$ cat src/hdl/spcr_pkg.sv
`timescale 1ns / 1ps
package spcr_pkg;

    localparam int unsigned QueueDepth = 2;

    typedef enum logic [2:0] {
        OP_MOVE  = 3'd0,
        OP_LINE  = 3'd1,
        OP_QUAD  = 3'd2,
        OP_CUBIC = 3'd3,
        OP_ARC   = 3'd4,
        OP_CLOSE = 3'd5,
        OP_BAD   = 3'd6
    } t_seg_op;

    typedef enum logic [3:0] {
        CL_MOVE, CL_LINE, CL_HORIZ, CL_VERT, CL_CUBIC, CL_SMOOTH_CUBIC,
        CL_QUAD, CL_SMOOTH_QUAD, CL_ARC, CL_CLOSE, CL_BAD
    } t_cmd_class;

    localparam logic [7:0] RESET_CMD = 8'h6D;

    typedef struct packed {
        logic [7:0]         kind;
        logic               first_of_verb;
        logic               new_path;
        logic signed [31:0] arg_0;
        logic signed [31:0] arg_1;
        logic signed [31:0] arg_2;
        logic signed [31:0] arg_3;
        logic signed [31:0] arg_4;
        logic signed [31:0] arg_5;
        logic signed [31:0] arg_6;
    } t_in_item;

    typedef struct packed {
        logic [2:0]         segment_op;
        logic signed [31:0] ctrl1_x;
        logic signed [31:0] ctrl1_y;
        logic signed [31:0] ctrl2_x;
        logic signed [31:0] ctrl2_y;
        logic signed [31:0] end_x;
        logic signed [31:0] end_y;
        logic               large_arc;
        logic               arc_clockwise;
        logic               last;
    } t_out_item;

    typedef struct packed {
        t_cmd_class         cls;
        logic               rel;
        logic               first;
        logic               new_path;
        logic               after_cubic;
        logic               after_quad;
        logic               arc_big;
        logic               cw;
        logic [31:0]        a0;
        logic [31:0]        a1;
        logic [31:0]        a2;
        logic [31:0]        a3;
        logic [31:0]        a4;
        logic [31:0]        a5;
        logic [31:0]        a6;
    } t_cmd;

endpackage

$ cat src/hdl/spcr_front.sv
`timescale 1ns / 1ps
module spcr_front (
    input  logic              i_clk,
    input  logic              i_rst_n,
    input  spcr_pkg::t_in_item i_item,
    input  logic              i_push,
    output logic              o_full,
    output spcr_pkg::t_cmd    o_cmd,
    output logic              o_valid,
    input  logic              i_ready
);
    logic [7:0]        r_prior;
    logic [7:0]        prior;
    spcr_pkg::t_cmd_class cls;
    logic              acc;

    assign o_full  = !i_ready;
    assign o_valid = i_push;
    assign acc     = i_push && i_ready;
    assign prior   = i_item.new_path ? spcr_pkg::RESET_CMD : r_prior;

    always_comb begin
        unique case (i_item.kind)
            "M", "m": cls = spcr_pkg::CL_MOVE;
            "L", "l": cls = spcr_pkg::CL_LINE;
            "H", "h": cls = spcr_pkg::CL_HORIZ;
            "V", "v": cls = spcr_pkg::CL_VERT;
            "C", "c": cls = spcr_pkg::CL_CUBIC;
            "S", "s": cls = spcr_pkg::CL_SMOOTH_CUBIC;
            "Q", "q": cls = spcr_pkg::CL_QUAD;
            "T", "t": cls = spcr_pkg::CL_SMOOTH_QUAD;
            "A", "a": cls = spcr_pkg::CL_ARC;
            "Z", "z": cls = spcr_pkg::CL_CLOSE;
            default:  cls = spcr_pkg::CL_BAD;
        endcase
    end

    always_comb begin
        o_cmd.cls         = cls;
        o_cmd.rel         = (i_item.kind >= "a") && (i_item.kind <= "z");
        o_cmd.first       = i_item.first_of_verb;
        o_cmd.new_path    = i_item.new_path;
        o_cmd.after_cubic = prior == "c" || prior == "C" || prior == "s" || prior == "S";
        o_cmd.after_quad  = prior == "q" || prior == "Q" || prior == "t" || prior == "T";
        o_cmd.arc_big     = i_item.arg_3 != '0;
        o_cmd.cw          = i_item.arg_4 != '0;
        o_cmd.a0          = i_item.arg_0;
        o_cmd.a1          = i_item.arg_1;
        o_cmd.a2          = i_item.arg_2;
        o_cmd.a3          = i_item.arg_3;
        o_cmd.a4          = i_item.arg_4;
        o_cmd.a5          = i_item.arg_5;
        o_cmd.a6          = i_item.arg_6;
    end

    always_ff @(posedge i_clk) begin
        if (!i_rst_n) begin
            r_prior <= spcr_pkg::RESET_CMD;
        end else if (acc) begin
            r_prior <= i_item.kind;
        end
    end
endmodule

$ cat src/hdl/spcr_queue.sv
`timescale 1ns / 1ps
module spcr_queue #(
    parameter int unsigned Depth = spcr_pkg::QueueDepth
) (
    input  logic           i_clk,
    input  logic           i_rst_n,
    input  spcr_pkg::t_cmd i_cmd,
    input  logic           i_valid,
    output logic           o_ready,
    output spcr_pkg::t_cmd o_cmd,
    output logic           o_valid,
    input  logic           i_ready
);
    localparam int unsigned Aw = (Depth > 1) ? $clog2(Depth) : 1;
    spcr_pkg::t_cmd  r_mem [Depth];
    logic [Aw-1:0]   r_wp, r_rp;
    logic [Aw:0]     r_cnt;
    logic            wr, rd;

    assign o_ready = r_cnt != Aw'(0) + (Aw+1)'(Depth);
    assign o_valid = r_cnt != '0;
    assign wr      = i_valid && o_ready;
    assign rd      = o_valid && i_ready;
    assign o_cmd   = r_mem[r_rp];

    always_ff @(posedge i_clk) begin
        if (wr) begin
            r_mem[r_wp] <= i_cmd;
        end
    end

    always_ff @(posedge i_clk) begin
        if (!i_rst_n) begin
            r_wp  <= '0;
            r_rp  <= '0;
            r_cnt <= '0;
        end else begin
            if (wr) begin
                r_wp <= (r_wp == Aw'(Depth - 1)) ? '0 : r_wp + 1'b1;
            end
            if (rd) begin
                r_rp <= (r_rp == Aw'(Depth - 1)) ? '0 : r_rp + 1'b1;
            end
            r_cnt <= r_cnt + (Aw+1)'(wr) - (Aw+1)'(rd);
        end
    end

    a_cnt_bound: assert property (@(posedge i_clk) disable iff (!i_rst_n)
        r_cnt <= (Aw+1)'(Depth)) else $error("queue count overflow");
    a_no_write_full: assert property (@(posedge i_clk) disable iff (!i_rst_n)
        (r_cnt == (Aw+1)'(Depth)) && !rd |=> r_cnt == (Aw+1)'(Depth))
        else $error("queue count changed while full");
    a_empty_stays: assert property (@(posedge i_clk) disable iff (!i_rst_n)
        (r_cnt == '0) && !wr |=> r_cnt == '0) else $error("queue count rose with no write");
endmodule

$ cat src/hdl/spcr_back.sv
`timescale 1ns / 1ps
module spcr_back (
    input  logic               i_clk,
    input  logic               i_rst_n,
    input  spcr_pkg::t_cmd     i_cmd,
    input  logic               i_valid,
    output logic               o_ready,
    output spcr_pkg::t_out_item o_item,
    output logic               o_empty,
    input  logic               i_pop
);
    logic [31:0] r_px, r_py, r_cx, r_cy, r_sx, r_sy;
    logic [31:0] n_px, n_py, n_cx, n_cy, n_sx, n_sy;
    logic [31:0] px, py, cx, cy, sx, sy, bx, by, rfx, rfy;
    spcr_pkg::t_out_item r_out, n_out;
    logic        r_full, r_pend;
    logic        take, emit_move, out_free;

    assign o_item   = r_out;
    assign o_empty  = !r_full;
    assign out_free = !r_full || i_pop;
    assign o_ready  = out_free && !r_pend;
    assign take     = i_valid && o_ready;
    assign emit_move = r_pend && out_free;

    always_comb begin
        px = i_cmd.new_path ? '0 : r_px;
        py = i_cmd.new_path ? '0 : r_py;
        cx = i_cmd.new_path ? '0 : r_cx;
        cy = i_cmd.new_path ? '0 : r_cy;
        sx = i_cmd.new_path ? '0 : r_sx;
        sy = i_cmd.new_path ? '0 : r_sy;
        bx = i_cmd.rel ? px : '0;
        by = i_cmd.rel ? py : '0;
        rfx = {px[30:0], 1'b0} - cx;
        rfy = {py[30:0], 1'b0} - cy;
        n_px = px; n_py = py; n_cx = cx; n_cy = cy; n_sx = sx; n_sy = sy;
        n_out = '0;
        n_out.last = 1'b1;
        unique case (i_cmd.cls)
            spcr_pkg::CL_MOVE: begin
                n_px = bx + i_cmd.a0; n_py = by + i_cmd.a1;
                if (i_cmd.first) begin
                    n_sx = n_px; n_sy = n_py;
                end
                n_out.segment_op = i_cmd.first ? spcr_pkg::OP_MOVE : spcr_pkg::OP_LINE;
            end
            spcr_pkg::CL_LINE: begin
                n_px = bx + i_cmd.a0; n_py = by + i_cmd.a1;
                n_out.segment_op = spcr_pkg::OP_LINE;
            end
            spcr_pkg::CL_HORIZ: begin
                n_px = bx + i_cmd.a0;
                n_out.segment_op = spcr_pkg::OP_LINE;
            end
            spcr_pkg::CL_VERT: begin
                n_py = by + i_cmd.a0;
                n_out.segment_op = spcr_pkg::OP_LINE;
            end
            spcr_pkg::CL_CUBIC: begin
                n_out.ctrl1_x = bx + i_cmd.a0; n_out.ctrl1_y = by + i_cmd.a1;
                n_cx = bx + i_cmd.a2; n_cy = by + i_cmd.a3;
                n_px = bx + i_cmd.a4; n_py = by + i_cmd.a5;
                n_out.ctrl2_x = n_cx; n_out.ctrl2_y = n_cy;
                n_out.segment_op = spcr_pkg::OP_CUBIC;
            end
            spcr_pkg::CL_SMOOTH_CUBIC: begin
                n_out.ctrl1_x = i_cmd.after_cubic ? rfx : px;
                n_out.ctrl1_y = i_cmd.after_cubic ? rfy : py;
                n_cx = bx + i_cmd.a0; n_cy = by + i_cmd.a1;
                n_px = bx + i_cmd.a2; n_py = by + i_cmd.a3;
                n_out.ctrl2_x = n_cx; n_out.ctrl2_y = n_cy;
                n_out.segment_op = spcr_pkg::OP_CUBIC;
            end
            spcr_pkg::CL_QUAD: begin
                n_cx = bx + i_cmd.a0; n_cy = by + i_cmd.a1;
                n_px = bx + i_cmd.a2; n_py = by + i_cmd.a3;
                n_out.ctrl1_x = n_cx; n_out.ctrl1_y = n_cy;
                n_out.segment_op = spcr_pkg::OP_QUAD;
            end
            spcr_pkg::CL_SMOOTH_QUAD: begin
                n_cx = i_cmd.after_quad ? rfx : px;
                n_cy = i_cmd.after_quad ? rfy : py;
                n_px = bx + i_cmd.a0; n_py = by + i_cmd.a1;
                n_out.ctrl1_x = n_cx; n_out.ctrl1_y = n_cy;
                n_out.segment_op = spcr_pkg::OP_QUAD;
            end
            spcr_pkg::CL_ARC: begin
                n_px = bx + i_cmd.a5; n_py = by + i_cmd.a6;
                n_cx = n_px; n_cy = n_py;
                n_out.ctrl1_x = i_cmd.a0; n_out.ctrl1_y = i_cmd.a1;
                n_out.ctrl2_x = i_cmd.a2;
                n_out.large_arc = i_cmd.arc_big; n_out.arc_clockwise = i_cmd.cw;
                n_out.segment_op = spcr_pkg::OP_ARC;
            end
            spcr_pkg::CL_CLOSE: begin
                n_px = sx; n_py = sy; n_cx = sx; n_cy = sy;
                n_out.segment_op = spcr_pkg::OP_CLOSE;
                n_out.last = 1'b0;
            end
            default: begin
                n_out.segment_op = spcr_pkg::OP_BAD;
            end
        endcase
        if (i_cmd.cls != spcr_pkg::CL_BAD) begin
            n_out.end_x = n_px; n_out.end_y = n_py;
        end
    end

    always_ff @(posedge i_clk) begin
        if (!i_rst_n) begin
            r_px <= '0; r_py <= '0; r_cx <= '0; r_cy <= '0; r_sx <= '0; r_sy <= '0;
        end else if (take) begin
            r_px <= n_px; r_py <= n_py; r_cx <= n_cx;
            r_cy <= n_cy; r_sx <= n_sx; r_sy <= n_sy;
        end
    end

    always_ff @(posedge i_clk) begin
        if (take) begin
            r_out <= n_out;
        end else if (emit_move) begin
            r_out <= '{segment_op: spcr_pkg::OP_MOVE, end_x: r_px, end_y: r_py,
                       last: 1'b1, default: '0};
        end
    end

    always_ff @(posedge i_clk) begin
        if (!i_rst_n) begin
            r_full <= 1'b0;
            r_pend <= 1'b0;
        end else begin
            if (take || emit_move) begin
                r_full <= 1'b1;
            end else if (i_pop) begin
                r_full <= 1'b0;
            end
            if (take) begin
                r_pend <= i_cmd.cls == spcr_pkg::CL_CLOSE;
            end else if (emit_move) begin
                r_pend <= 1'b0;
            end
        end
    end

    a_pend_full: assert property (@(posedge i_clk) disable iff (!i_rst_n)
        r_pend |-> r_full) else $error("pending move without close shown");
    a_close_then_move: assert property (@(posedge i_clk) disable iff (!i_rst_n)
        emit_move |=> r_full && r_out.last && r_out.segment_op == spcr_pkg::OP_MOVE)
        else $error("move after close missing");
    a_no_take_pend: assert property (@(posedge i_clk) disable iff (!i_rst_n)
        r_pend |-> !take) else $error("item taken during close");
endmodule

$ cat src/hdl/svg_path_command_resolver.sv
`timescale 1ns / 1ps
// Resolves SVG path commands, one operand group per item, into absolute segments
// in Q16.16. A front stage classifies the letter and tracks the previous command,
// a two-entry queue decouples it from the back stage, which holds the pen, control
// and subpath-start registers and a one-item output register. One item per cycle is
// sustained unless pop stalls; Z yields two results (close, then move) and takes no new item between them.
module svg_path_command_resolver #(
    parameter int unsigned QueueDepth = spcr_pkg::QueueDepth
) (
    input  logic                i_clk,
    input  logic                i_rst_n,
    input  spcr_pkg::t_in_item  i_item,
    input  logic                push,
    output logic                full,
    output spcr_pkg::t_out_item o_item,
    output logic                empty,
    input  logic                pop
);
    spcr_pkg::t_cmd f_cmd, q_cmd;
    logic f_valid, f_ready, q_valid, q_ready;

    spcr_front u_front (
        .i_clk, .i_rst_n, .i_item, .i_push(push), .o_full(full),
        .o_cmd(f_cmd), .o_valid(f_valid), .i_ready(f_ready)
    );

    spcr_queue #(.Depth(QueueDepth)) u_queue (
        .i_clk, .i_rst_n, .i_cmd(f_cmd), .i_valid(f_valid), .o_ready(f_ready),
        .o_cmd(q_cmd), .o_valid(q_valid), .i_ready(q_ready)
    );

    spcr_back u_back (
        .i_clk, .i_rst_n, .i_cmd(q_cmd), .i_valid(q_valid), .o_ready(q_ready),
        .o_item, .o_empty(empty), .i_pop(pop)
    );
endmodule

$ cat config.mk
export PLATFORM = sky130hd
export DESIGN_NAME = svg_path_command_resolver
export DESIGN_NICKNAME = d
export VERILOG_FILES = /design/src/hdl/spcr_pkg.sv /design/src/hdl/spcr_front.sv /design/src/hdl/spcr_queue.sv /design/src/hdl/spcr_back.sv /design/src/hdl/svg_path_command_resolver.sv
export SDC_FILE = /design/constraint.sdc
export NUM_CORES = 2
export LEC_CHECK = 0
export ABC_AREA = 1
export BUFFER_PORTS_ARGS = -buffer_cell sky130_fd_sc_hd__buf_4
export CELL_PAD_IN_SITES_DETAIL_PLACEMENT = 2
export CELL_PAD_IN_SITES_GLOBAL_PLACEMENT = 2
export CORE_MARGIN = 4
export CORE_UTILIZATION = 38
export DETAILED_ROUTE_END_ITERATION = 7
export HOLD_SLACK_MARGIN = 0.1
export PLACE_DENSITY = 0.91
export SYNTH_ARGS = -nofsm -noshare
export SYNTH_HDL_FRONTEND = slang
export SYNTH_SLANG_ARGS = --single-unit
$ cat constraint.sdc
create_clock -name i_clk -period 29.7 [get_ports i_clk]
set_input_delay 2.97 -clock i_clk [delete_from_list [all_inputs] [get_ports i_clk]]
set_output_delay 2.97 -clock i_clk [all_outputs]
set_load 0.005 [all_outputs]
==> out/metrics.cfg <==
[floorplan]
start_util=0.384
io_pins=438
die_area_sq_um=174000
die_w_um=417
core.rowCount=149
die_h_um=417
core_sq_um=166000

[sta]
skew_ps=52.1
tightest_slew_ps=1520
finalWorstPathRequiredPeriod_ps=7890
hold_viol=0
rsz0062_at_grt=false
setup_tns_ps=0
max_freq_mhz=127
setup_viol=0
slew_headroom=-0.0244
post-route-period-util=0.266
slew_violations=4

[placement]
portBuffers=437
gp_congestion=1.05
placed_area_sq_um=69000
dp_hpwl_um=319000

[detailed_routing]
ant_nets=0
firstDrtPassIters=8
vias=75300
drtIter0Drc=11000
via_per_inst=6.44
routed_wl_um=427000
drc=0
wl_per_cell_um=36.5

[critical_path]
worstPathCellList=buf_4, nand2_2, nand2_8, buf_4, buf_4, nand2_1, nor2_1, ha_1, a21oi_1, o21ai_0, inv_1, nand2_1, inv_1, nand2_1, nand2_1, nand3_1, nand2_1, nor2_1, nand2_1, nand2_1, a21oi_1
required_ps=30330
end_kind=flip-flop
path_max_fanout=66
path_class=flip-flop to flip-flop
path_common_cell=nand2_1
cp_top_family=simple AND/OR/NAND/NOR gates
crit_arrival_ps=8510
path_buf_inv=5
setup.worst_path.start_class=flip-flop
slowest_stage=dfxtp_4
max_stage_delay_ps=860

[power_and_ir_drop]
peakVddDrop_uv=127
power.density_nw_per_um2=121
p_leak_nw=33.1

[layout]
drive_gt1_frac=0.0980
area_growth_pct=14.2
fin_area_sq_um=72500
nets=9909

[global_routing]
grt_pass1_vias=76000
grt_start_max_net_pins=143
grt_pass1_wl_um=586000
grt_remaining_overflow=0
track_usage=0.472
antenna_found_initial=28

[synthesis]
ys_ff_latch=874
synth_top_cell_by_area=edfxtp_1
syn_avg_cell_area_sq_um=7.00
yosysSeqAreaShare=0.381
netlist.area_leader.share=0.316
synth_cell_types=72
yosysWarnings=0
synth_nets=9580
synth_edf_count=668
syn_area_sq_um=63500
ys.flop_type=edfxtp_1
synth_cells=9065
async_flop_share=0
synth_area_leaders=edfxtp_1 32%, nand2_1 18%, dfxtp_1 6.5%

[cts]
tritoncts=yes
cts_resized=0
cts_hold_buf=0
cts_num_sinks=874
htreeDepth=3
cts_buffers=105
cts_root_buffer=clkbuf_16
postCtsSetupRepairBufs=0
clkTransAtPathRegs_ps=80
clock_latency_ps=820
cts.path.max_buffers=3

[worst_hold_path]
worstHoldPathType=flip-flop to flip-flop
worstHoldStart=u_back.r_cy[6]

[status]
status=complete, but fails checks
violations=max-capacitance violations, max-slew violations

[run]
maxCapViolCount=3

==> state kept, by name, summed over array words and instances, names as in the netlist, named ones only <==
name / cells
u_queue.r_wp: 1
u_back.o_item: 198
u_back.r_cx: 32
u_back.r_full: 1
u_back.r_py: 32
u_queue.r_cnt: 2
u_queue.r_mem: 470
u_back.r_sy: 32
u_back.r_px: 32
u_back.r_pend: 1
u_back.r_cy: 32
u_back.r_sx: 32
u_queue.r_rp: 1
u_front.r_prior: 7
==> cell usage after synthesis, types with 24 or more instances <==
library cell / n
nor3_1: 67
xnor2_1: 36
o21ai_0: 384
a41oi_1: 45
ha_1: 275
o211ai_1: 103
o21ai_1: 134
nand4_1: 54
nand2_2: 42
clkbuf_1: 207
xor2_1: 63
nand3_1: 561
buf_2: 29
nor2_2: 41
nand3b_1: 90
inv_2: 28
o21bai_1: 30
dfxtp_1: 206
buf_1: 49
nor4_1: 33
nand2_1: 3129
nor2_1: 661
inv_1: 981
a31oi_1: 45
edfxtp_1: 668
a21oi_1: 786
nor2_4: 24
==> metal layers <==
metal	part of all wire	wire length, um	global-route usage	vias to the layer above
li1	-	-	-	30800
met4	0.051	21800	0.191	26
met1	0.40	171000	0.628	38100
met5	0.00078	331	0	-
met2	0.40	171000	0.668	5308
met3	0.15	62600	0.202	1030
==> worst min-delay path, stage by stage (launching register included) <==
cell	delay [ps]
dfxtp_1	310
nand2_1	60
a21oi_1	60
==> final timing paths <==
check | end | slack [ps] | depth (start not counted)
worst min-delay path | u_back.r_cy[6] | 470 | 2
worst max register to register | u_back.r_py[22] | 21810 | 21
worst max-delay path | u_back.r_py[22] | 21810 | 21
worst min register to register | u_back.r_cy[6] | 470 | 2
==> stage by stage <==
stage / utilization / instances / total power, mW / hold WS, ps / worst slack (ps)
finish: 0.438 / 11700 / 8.78 / 470 / 21810
global route: 0.438 / 11700 / 8.98 / 483 / 21920
CTS: 0.438 / 11700 / 8.46 / 469 / 22450
detailed placement: 0.417 / 11500 / 6.93 / 459 / 22570
global placement: 0.417 / 11500 / 6.67 / 439 / 22700
floorplan: - / 9065 / 4.66 / 426 / 15790
==> cells by family after synthesis <==
kind of cell    after synthesis  share of synthesized area
buf+inv                    1336                     0.0829
compound gates             1688                      0.149
xor+xnor                    114                     0.0175
simple gates               4771                      0.314
mux                           5                   0.000788
flops                       874                      0.381
fa+ha+maj                   277                     0.0548
==> cell usage in the layout, fill, tap and decap left out, types with 17 or more instances in the layout <==
cell type	count
nand2_1	3126
inv_1	978
a21oi_1	785
edfxtp_1	668
nor2_1	658
nand3_1	561
buf_4	537
o21ai_0	377
ha_1	275
dfxtp_1	205
o21ai_1	139
clkbuf_16	105
o211ai_1	103
nand3b_1	90
nor3_1	66
xor2_1	63
nand4_1	54
a31oi_1	45
a41oi_1	45
nand2_2	44
nor2_2	41
xnor2_1	36
nor4_1	33
o21bai_1	30
inv_2	28
nor2_4	27
clkinv_2	19
clkinv_1	19
o21ai_2	18
or2_2	18
clkbuf_1	17
==> cell type report <==
type	instances	area, sq um
tap	2189	2740
sequential	874	24200
timing repair buffer	541	4100
clock inverter	63	668
fill	19600	93000
antenna	16	40.0
multi-input combinational	6855	34100
clock buffer	130	2800
inverter	1017	3840
==> where the power goes <==
part / switching (mW) / total [mW] / internal (mW)
clock: 0.651 / 1.42 / 0.767
sequential: 0.194 / 1.88 / 1.68
combinational: 4.21 / 5.48 / 1.27
Note: power is estimated with default switching activity, not from simulation.
